<file path="config.mk">
export PLATFORM = sky130hd
export DESIGN_NAME = newton_square_root
export DESIGN_NICKNAME = d
export VERILOG_FILES = /design/src/rtl/nsr_pkg.sv /design/src/rtl/nsr_datapath.sv /design/src/rtl/nsr_ctrl.sv /design/src/rtl/newton_square_root.sv
export SDC_FILE = /design/constraint.sdc
export NUM_CORES = 1
export LEC_CHECK = 0
export BUFFER_PORTS_ARGS = -buffer_cell sky130_fd_sc_hd__buf_2
export CORE_MARGIN = 10
export CORE_UTILIZATION = 60
export CTS_BUF_LIST = sky130_fd_sc_hd__clkbuf_4 sky130_fd_sc_hd__clkbuf_8
export DETAILED_ROUTE_END_ITERATION = 12
export PLACE_DENSITY_LB_ADDON = 0.3
export SLEW_MARGIN = 20
export SYNTH_ARGS = -nofsm -noshare
export SYNTH_HDL_FRONTEND = slang
export SYNTH_SLANG_ARGS = --single-unit
</file>
<file path="constraint.sdc">
create_clock -name clk -period 6.6 [get_ports clk]
set_input_delay 1.32 -clock clk [delete_from_list [all_inputs] [get_ports clk]]
set_output_delay 1.32 -clock clk [all_outputs]
set_load 0.02 [all_outputs]
</file>
<file path="src/rtl/nsr_pkg.sv">
// Shared types and constants for the Newton square root block.
// Holds the controller state encoding and the command/status structs.
// No dependencies.
`timescale 1ns / 1ps
`default_nettype none

package nsr_pkg;

	localparam int VALUE_W = 32;
	localparam int ROOT_W  = 24;

	typedef enum logic [3:0] {
		ST_IDLE   = 4'b0001,
		ST_DIV    = 4'b0010,
		ST_UPDATE = 4'b0100,
		ST_FINISH = 4'b1000
	} state_t;

	typedef struct packed {
		logic load;
		logic step;
		logic update;
		logic emit;
	} cmd_t;

	typedef struct packed {
		logic special;
		logic div_last;
		logic converged;
	} status_t;

endpackage

`default_nettype wire

</file>
<file path="src/rtl/nsr_datapath.sv">
// Datapath for the Newton square root: radicand, guess, serial restoring
// divider, guess update, convergence test and output register.
// Depends on nsr_pkg.
`timescale 1ns / 1ps
`default_nettype none

module nsr_datapath #(
	parameter int FRAC_BITS = 16,
	parameter int EPSILON   = 1
) (
	input  wire                              clk,
	input  wire  [nsr_pkg::VALUE_W-1:0]      value,
	input  wire  nsr_pkg::cmd_t              cmd,
	output nsr_pkg::status_t                 stat,
	output logic [nsr_pkg::ROOT_W-1:0]       root,
	output logic                             invalid
);

	localparam int SW = nsr_pkg::VALUE_W - 1 + FRAC_BITS;
	localparam int CW = $clog2(SW);

	logic [SW-1:0] scaled_q;
	logic [SW-1:0] guess_q;
	logic [SW-1:0] rem_q;
	logic [SW-1:0] quo_q;
	logic [CW-1:0] cnt_q;
	logic          neg_q;

	logic [SW:0]   rem_shift;
	logic [SW:0]   trial;
	logic [SW:0]   sum;
	logic [SW-1:0] new_guess;
	logic [SW-1:0] diff;
	logic [SW-1:0] load_guess;
	logic [SW-1:0] load_scaled;
	logic          value_neg;
	logic          value_zero;

	assign value_neg   = value[nsr_pkg::VALUE_W-1];
	assign value_zero  = (value == '0);
	assign load_scaled = SW'(value[nsr_pkg::VALUE_W-2:0]) << FRAC_BITS;
	assign load_guess  = value_neg ? '0 : SW'(value[nsr_pkg::VALUE_W-2:0]);

	assign rem_shift = {rem_q, quo_q[SW-1]};
	assign trial     = rem_shift - {1'b0, guess_q};

	assign sum       = {1'b0, guess_q} + {1'b0, quo_q};
	assign new_guess = sum[SW:1];
	assign diff      = (new_guess > guess_q) ? (new_guess - guess_q) : (guess_q - new_guess);

	assign stat.special   = value_neg | value_zero;
	assign stat.div_last  = (cnt_q == '0);
	assign stat.converged = (diff <= SW'(EPSILON)) | (new_guess == '0);

	always_ff @(posedge clk) begin
		if (cmd.load) begin
			neg_q    <= value_neg;
			scaled_q <= load_scaled;
			guess_q  <= load_guess;
			quo_q    <= load_scaled;
			rem_q    <= '0;
			cnt_q    <= CW'(SW - 1);
		end else if (cmd.update) begin
			guess_q <= new_guess;
			quo_q   <= scaled_q;
			rem_q   <= '0;
			cnt_q   <= CW'(SW - 1);
		end else if (cmd.step) begin
			if (!trial[SW]) begin
				rem_q <= trial[SW-1:0];
				quo_q <= {quo_q[SW-2:0], 1'b1};
			end else begin
				rem_q <= rem_shift[SW-1:0];
				quo_q <= {quo_q[SW-2:0], 1'b0};
			end
			cnt_q <= cnt_q - 1'b1;
		end
	end

	always_ff @(posedge clk) begin
		if (cmd.emit) begin
			invalid <= neg_q;
			if (guess_q > SW'({nsr_pkg::ROOT_W{1'b1}})) begin
				root <= '1;
			end else begin
				root <= guess_q[nsr_pkg::ROOT_W-1:0];
			end
		end
	end

endmodule

`default_nettype wire

</file>
<file path="src/rtl/nsr_ctrl.sv">
// Controller for the Newton square root: sequences load, division,
// guess update and result transfer; counts Newton steps.
// Depends on nsr_pkg.
`timescale 1ns / 1ps
`default_nettype none

module nsr_ctrl #(
	parameter int MAX_ITERATIONS = 40
) (
	input  wire                   clk,
	input  wire                   arst_n,
	input  wire                   in_valid,
	output logic                  in_stall,
	output logic                  out_valid,
	input  wire                   out_stall,
	input  wire nsr_pkg::status_t stat,
	output nsr_pkg::cmd_t         cmd
);

	localparam int IW = $clog2(MAX_ITERATIONS);

	nsr_pkg::state_t state_q;
	nsr_pkg::state_t state_d;
	logic [IW-1:0]   iter_q;
	logic            out_valid_q;
	logic            last_iter;

	assign in_stall  = (state_q != nsr_pkg::ST_IDLE);
	assign out_valid = out_valid_q;
	assign last_iter = (iter_q == IW'(MAX_ITERATIONS - 1));

	always_comb begin
		state_d    = state_q;
		cmd.load   = 1'b0;
		cmd.step   = 1'b0;
		cmd.update = 1'b0;
		cmd.emit   = 1'b0;
		unique case (state_q)
			nsr_pkg::ST_IDLE: begin
				if (in_valid) begin
					cmd.load = 1'b1;
					state_d  = stat.special ? nsr_pkg::ST_FINISH : nsr_pkg::ST_DIV;
				end
			end
			nsr_pkg::ST_DIV: begin
				cmd.step = 1'b1;
				if (stat.div_last) begin
					state_d = nsr_pkg::ST_UPDATE;
				end
			end
			nsr_pkg::ST_UPDATE: begin
				cmd.update = 1'b1;
				state_d    = (stat.converged || last_iter) ? nsr_pkg::ST_FINISH
				                                           : nsr_pkg::ST_DIV;
			end
			nsr_pkg::ST_FINISH: begin
				if (!out_valid_q || !out_stall) begin
					cmd.emit = 1'b1;
					state_d  = nsr_pkg::ST_IDLE;
				end
			end
			default: state_d = nsr_pkg::ST_IDLE;
		endcase
	end

	always_ff @(posedge clk or negedge arst_n) begin
		if (!arst_n) begin
			state_q     <= nsr_pkg::ST_IDLE;
			iter_q      <= '0;
			out_valid_q <= 1'b0;
		end else begin
			state_q <= state_d;
			if (cmd.load) begin
				iter_q <= '0;
			end else if (cmd.update) begin
				iter_q <= iter_q + 1'b1;
			end
			if (cmd.emit) begin
				out_valid_q <= 1'b1;
			end else if (!out_stall) begin
				out_valid_q <= 1'b0;
			end
		end
	end

endmodule

`default_nettype wire

</file>
<file path="src/rtl/newton_square_root.sv">
// Newton square root, signed Q16.16 radicand to unsigned Q8.16 root.
// One item at a time. Negative or zero radicand: goes straight to the finish state.
// Otherwise each Newton step runs the one-bit-per-cycle restoring divider over
// 31 + FRAC_BITS quotient bits, then updates the guess; up to MAX_ITERATIONS
// steps.
// Reset: asynchronous, active low; clears controller state and output valid.
`timescale 1ns / 1ps
`default_nettype none

module newton_square_root #(
	parameter int FRAC_BITS      = 16,
	parameter int EPSILON        = 1,
	parameter int MAX_ITERATIONS = 40
) (
	input  wire                              clk,
	input  wire                              arst_n,
	input  wire                              in_valid,
	output logic                             in_stall,
	input  wire  [nsr_pkg::VALUE_W-1:0]      value,
	output logic                             out_valid,
	input  wire                              out_stall,
	output logic [nsr_pkg::ROOT_W-1:0]       root,
	output logic                             invalid
);

	nsr_pkg::cmd_t    cmd;
	nsr_pkg::status_t stat;

	nsr_ctrl #(
		.MAX_ITERATIONS(MAX_ITERATIONS)
	) u_ctrl (
		.clk       (clk),
		.arst_n    (arst_n),
		.in_valid  (in_valid),
		.in_stall  (in_stall),
		.out_valid (out_valid),
		.out_stall (out_stall),
		.stat      (stat),
		.cmd       (cmd)
	);

	nsr_datapath #(
		.FRAC_BITS(FRAC_BITS),
		.EPSILON  (EPSILON)
	) u_datapath (
		.clk     (clk),
		.value   (value),
		.cmd     (cmd),
		.stat    (stat),
		.root    (root),
		.invalid (invalid)
	);

endmodule

`default_nettype wire
</file>
==> results of run 1 <==
-- final timing paths --
path                                 endpoint                    from  slack (ns)
setup / recovery            u_ctrl.state_q[1]  u_datapath.guess_q[10]      -0.007
hold / removal             u_datapath.invalid        u_datapath.neg_q        0.45
setup reg to reg            u_ctrl.state_q[1]  u_datapath.guess_q[10]      -0.007
hold reg to reg            u_datapath.invalid        u_datapath.neg_q        0.45
max in group asynchronous   u_ctrl.state_q[0]                  arst_n        5.72
min in group asynchronous   u_ctrl.state_q[1]                  arst_n        0.59
-- flip-flops by register name, indices dropped and copies added (netlist names) --
| signal | flops |
|---|---|
| u_ctrl.iter_q | 6 |
| u_datapath.root | 24 |
| u_ctrl.out_valid | 1 |
| u_datapath.guess_q | 47 |
| u_datapath.neg_q | 1 |
| u_ctrl.state_q | 4 |
| u_datapath.quo_q | 47 |
| u_datapath.rem_q | 47 |
| u_datapath.invalid | 1 |
| u_datapath.scaled_q | 31 |
| u_datapath.cnt_q | 6 |
-- logic make-up (layout without fill, tap and decap cells) --
logic type,Yosys count,in the layout
AOI/OAI and AO/OA,819,819
and+or+nand+nor,776,776
buffers and inverters,255,634
DFF,215,215
adders and majority gates,193,193
xor gates and xnor gates,130,130
muxes,90,90
-- stage by stage --
step,hold slack [ns],setup slack [ns]
after floorplan,0.400,0.263
after global placement,0.418,-0.368
after detailed placement,0.413,-0.546
after CTS,0.441,0.00835
after global routing,0.470,-0.108
final,0.446,-0.00716
-- layer usage --
metal / up-vias / share of wire / GRT usage
li1: 9864 / - / -
met1: 10055 / 0.40 / 0.449
met2: 1327 / 0.44 / 0.539
met3: 237 / 0.11 / 0.0795
met4: 0 / 0.050 / 0.158
met5: - / 0 / 0
-- layout by cell type (no fill, tap or decap), types with 21 or more instances in the layout --
| cell type | count |
|---|---|
| nor3_1 | 31 |
| xor2_1 | 52 |
| and3_1 | 21 |
| a21o_1 | 70 |
| o21bai_1 | 28 |
| a21oi_1 | 207 |
| clkbuf_8 | 42 |
| buf_4 | 358 |
| nor4_1 | 30 |
| o211ai_1 | 28 |
| inv_1 | 129 |
| nand3_1 | 74 |
| nand3b_1 | 37 |
| nand4_1 | 58 |
| nand2b_1 | 25 |
| o21ai_0 | 245 |
| mux2i_1 | 81 |
| ha_1 | 177 |
| edfxtp_1 | 135 |
| o21a_1 | 31 |
| nand2_1 | 256 |
| nor2b_1 | 22 |
| buf_2 | 62 |
| dfxtp_1 | 69 |
| xnor2_1 | 69 |
| nor2_1 | 142 |
-- layout make-up --
type	instances	share of cell area
Timing Repair Buffer	431	0.126
Sequential cell	215	0.229
Multi-Input combinational cell	2008	0.568
Inverter	134	0.0204
Tap cell	448	0.0225
Clock inverter	12	0.00596
Clock buffer	57	0.0277
-- timing repair --
item / in CTS / in global routing
setup buffers: 14 / 16
pin swaps: 31 / 62
setup endpoints to repair: 2 / 2
gates resized for setup: 42 / 87
cloned: 1 / 1
==> impl_metrics.toml, run 1 <==
[final_layout]
drive_above_1_share = 0.225
multi_input_area_mm2 = 0.0142
final_util = 0.746
final_area_mm2 = 0.0250
seq_area_mm2 = 0.00571
final_cells = 3305
area_delta_synth_final_pct = 23.3
diodes = 0
fill_cells = 2485
final_nets = 3057

[sta]
rsz0062_at_grt = "yes"
setup-violations-final = 1
final.period_utilization = 1.00
fin_skew_ns = 0.0302
setup_slack_ns = -0.00716
slew_viol_final = 0
relSlewSlack = 0.332
finalHoldViolations = 0
setup_tns_ns = -0.00716
max_clock_freq_ghz = 0.151
fin_crit_ns = 6.61
worst_pin_slew_ns = 1.00

[worst_setup_path]
cp_max_fo = 8
cpPeakStageDelay_ns = 0.63
cpLargestDelayFamily = "simple AND/OR/NAND/NOR gates"
cp.depth = 30
cp.arrival_ns = 7.09
end_kind = "flop"
required_ns = 7.08
cp.buffers_inverters = 7
ff2ff_path_depth = 30
critPathMostFrequentCell = "buf_4"
critPathSlowestCell = "or4_4"
crit_type = "flop to flop"
start_kind = "flop"

[synthesis]
synth_seq_cells = 215
ys_top_cells_by_count = "nand2_1, o21ai_0, a21oi_1, ha_1, nor2_1"
synth-compound-area-share = 0.254
synth-simple-area-share = 0.190
synth-main-ff-cell = "edfxtp_1"
synth-edff-count = 135
synth.net_count = 2707
synthAdderAreaFrac = 0.121
synth_seq_area_share = 0.282
synthDominantCellAreaShare = 0.200
synth-async-reset-ratio = 0.0512
synth_area_mm2 = 0.0202
avgSynthCellArea_um2 = 8.17
synth_top_family_by_area = "compound AO/OA/AOI/OAI gates"
netlist.top_cell.by_area = "edfxtp_1"
yosys.cell_count.top_type = "nand2_1"
synth_xor_area_frac = 0.0562
synth.area.top_cells = "edfxtp_1, ha_1, dfxtp_1"
synth.area.mux_share = 0.0449
synthCells = 2478
yosysWarnings = 0
ys_types = 92

[cts]
clk_latency_ns = 0.63
clock-sinks = 215
cts_tree = "yes"
root_buffer = "clkbuf_8"
path_clk_slew_ns = 0.06
cts_made_buffers = 38
htreeDepth = 2
clockBufferDepth = 3
ctsHoldBuffers = 0

[placement]
io_buffers = 62
place_hpwl_um = 58500
post_dp_cell_area_mm2 = 0.0232
gp_congestion = 1.07
place_inst = 3207

[status]
status = "finished with violations"
violations = "negative setup slack"

[route]
dr.pass1.iters = 6
drtIter0Drc = 2616
num_vias = 21483
drc = 0
ant_nets = 0
wirelength_um = 74700
post_drt_wl_per_cell_um = 22.6
via_per_inst = 6.50

[global_routing]
grt_pass1_vias = 20669
grt_pass1_wl_um = 114000
antenna_found_initial = 0
grt-ovfl-total = 0
grt_max_degree = 105
grt_usage = 0.346

[floorplan]
core_mm2 = 0.0334
rows = 67
initial_utilization = 0.605
ios = 63
design.die.area_mm2 = 0.0415
die_x_um = 204
die_y_um = 204

[flow_run]
maxCapViolCount = 0

[min_path]
hp-class = "flop to flop"
whs_path_depth = 0
Power of run 1 is left out: the tool's default activity adds up to more than one toggle a clock period on the data nets, which glitch-free logic cannot reach.
==> inputs of run 2 (changes only) <==
--- a/config.mk
+++ b/config.mk
@@ -8,7 +8,7 @@
 export BUFFER_PORTS_ARGS = -buffer_cell sky130_fd_sc_hd__buf_2
 export CORE_MARGIN = 10
 export CORE_UTILIZATION = 60
-export CTS_BUF_LIST = sky130_fd_sc_hd__clkbuf_4 sky130_fd_sc_hd__clkbuf_8
+export CTS_BUF_LIST = sky130_fd_sc_hd__clkbuf_4
 export DETAILED_ROUTE_END_ITERATION = 12
 export PLACE_DENSITY_LB_ADDON = 0.3
 export SLEW_MARGIN = 20
==> run 2 against run 1 <==
Compared with the run above: the flow still finishes with violations (negative setup slack); global-route usage up 0.10 points; non-clock buffer count increased by 7; cell area is 0.34% higher; die area unchanged.
==> impl_metrics.toml, run 2 (synthesis results as in run 1) <==
[global_routing]
grt_max_degree = 105
grt-ovfl-total = 0
grt_usage = 0.347
grt_pass1_wl_um = 114000
grt_pass1_vias = 20961
grtUsageMet1 = 0.445
busiest_layer = "met2"
antenna_found_initial = 1
grt_use_met2 = 0.546
grtUsageMet3 = 0.0811

[cts]
clockBufferDepth = 3
clock-sinks = 215
root_buffer = "clkbuf_4"
cts_made_buffers = 59
clk_latency_ns = 0.85
cts_tree = "yes"
path_clk_slew_ns = 0.07
htreeDepth = 2

[final_layout]
final_cell_mix = "buf_4, nand2_1, o21ai_0, a21oi_1, ha_1"
final_util = 0.749
final_common_cell = "buf_4"
final_nets = 3085
area_delta_synth_final_pct = 23.7
drive_above_1_share = 0.235
top_regs = "u_datapath.guess_q x47, u_datapath.quo_q x47, u_datapath.rem_q x47"

[floorplan]
rows = 67
initial_utilization = 0.605
design.die.area_mm2 = 0.0415
die_y_um = 204
core_mm2 = 0.0334
die_x_um = 204
ios = 63

[sta]
worst_pin_slew_ns = 1.03
fin_crit_ns = 6.62
max_clock_freq_ghz = 0.151
slew_viol_final = 0
setup-violations-final = 1
fin_skew_ns = 0.0794
relSlewSlack = 0.316
finalHoldViolations = 0
setup_slack_ns = -0.0176
rsz0062_at_grt = "yes"
final.period_utilization = 1.00

[route]
drc = 0
post_drt_wl_per_cell_um = 22.4
dr.pass1.iters = 6
ant_nets = 0
wirelength_um = 75100
num_vias = 21730
via_per_inst = 6.49
drtIter0Drc = 2637

[status]
status = "finished with violations"
violations = "negative setup slack"

[worst_setup_path]
start_kind = "flop"
timing.rr.start = "u_datapath.guess_q[8]"
cp.arrival_ns = 7.26
ff2ff_path_depth = 27
cp_max_fo = 5
cp-startpoint = "u_datapath.guess_q[8]"
crit_type = "flop to flop"
end_kind = "flop"
required_ns = 7.24

[placement]
gp_congestion = 1.07
place_hpwl_um = 58500
io_buffers = 62

[flow_run]
maxCapViolCount = 0

[min_path]
hp-class = "input port to async pin"
## run 2: cell count changes in the layout (fill, tap and decap cells not counted), moves of 3 or more
cell,change
ha_1,+4
buf_6,+4
ha_4,-3
nor4_1,-3
nor4_2,+3
clkbuf_4,+76
clkbuf_8,-42
bufinv_16,-3
clkinv_1,+5
## run 2: repair_timing
item                       CTS  global route
cloned                       2             2
pin swaps                   43            31
setup endpoints to repair    2             2
buffers inserted            23            12
gates resized for setup     64            82
hold buffers                 0             0
## run 2: routing by layer
layer  vias to the layer above  share of wire
li1                       9938              -
met1                     10189           0.40
met2                      1337           0.44
met3                       266           0.11
met4                         0          0.051
met5                         -              0
## run 2: layout make-up
class,instances,area (um^2)
clock buffer,91,683
multi-input combinational,2008,14200
sequential,215,5710
timing repair buffer,438,3290
antenna,1,2.50
tap,448,561
clock inverter,15,68.8
fill,2520,8400
inverter,134,505
## run 2: final timing paths
path	end	slack, ns
worst max-delay path	u_ctrl.state_q[1]	-0.02
worst min-delay path	u_ctrl.state_q[1]	0.42
worst max register to register	u_ctrl.state_q[1]	-0.02
worst min register to register	u_datapath.invalid	0.44
max in group asynchronous	u_ctrl.state_q[0]	5.89
min in group clk	u_datapath.invalid	0.44
## run 2: per-stage QoR
stage / setup slack, ns / std cells / instance area, um^2 / TNS (ns) / hold slack, ns
after floorplan: 0.263 / 2478 / 20200 / 0 / 0.400
after global placement: -0.368 / 3207 / 23200 / -0.728 / 0.418
after detailed placement: -0.546 / 3207 / 23200 / -1.07 / 0.413
after CTS: 0.00178 / 3336 / 24500 / 0 / 0.364
after global routing: -0.215 / 3350 / 25000 / -0.386 / 0.387
final: -0.0176 / 3350 / 25000 / -0.0176 / 0.417
## run 2: worst max-delay path, cell delays in order (launching register included)
cell      delay [ns]
edfxtp_1        0.41
ha_1            0.38
a21oi_2         0.23
o21ai_1         0.10
a21oi_1         0.19
o41ai_2         0.09
buf_4           0.15
a221o_1         0.37
nor2_2          0.17
o21ai_2         0.09
buf_4           0.14
a21o_1          0.16
a221o_1         0.35
ha_1            0.32
inv_1           0.06
nor4_4          0.30
buf_4           0.18
and4_4          0.26
nor3_4          0.07
a21oi_4         0.27
buf_12          0.17
nand4_1         0.13
or4_1           0.62
nor4b_1         0.34
nor3_1          0.08
or4_4           0.55
nand3_2         0.12
o211ai_1        0.12
Power of run 2 is left out for the same reason.
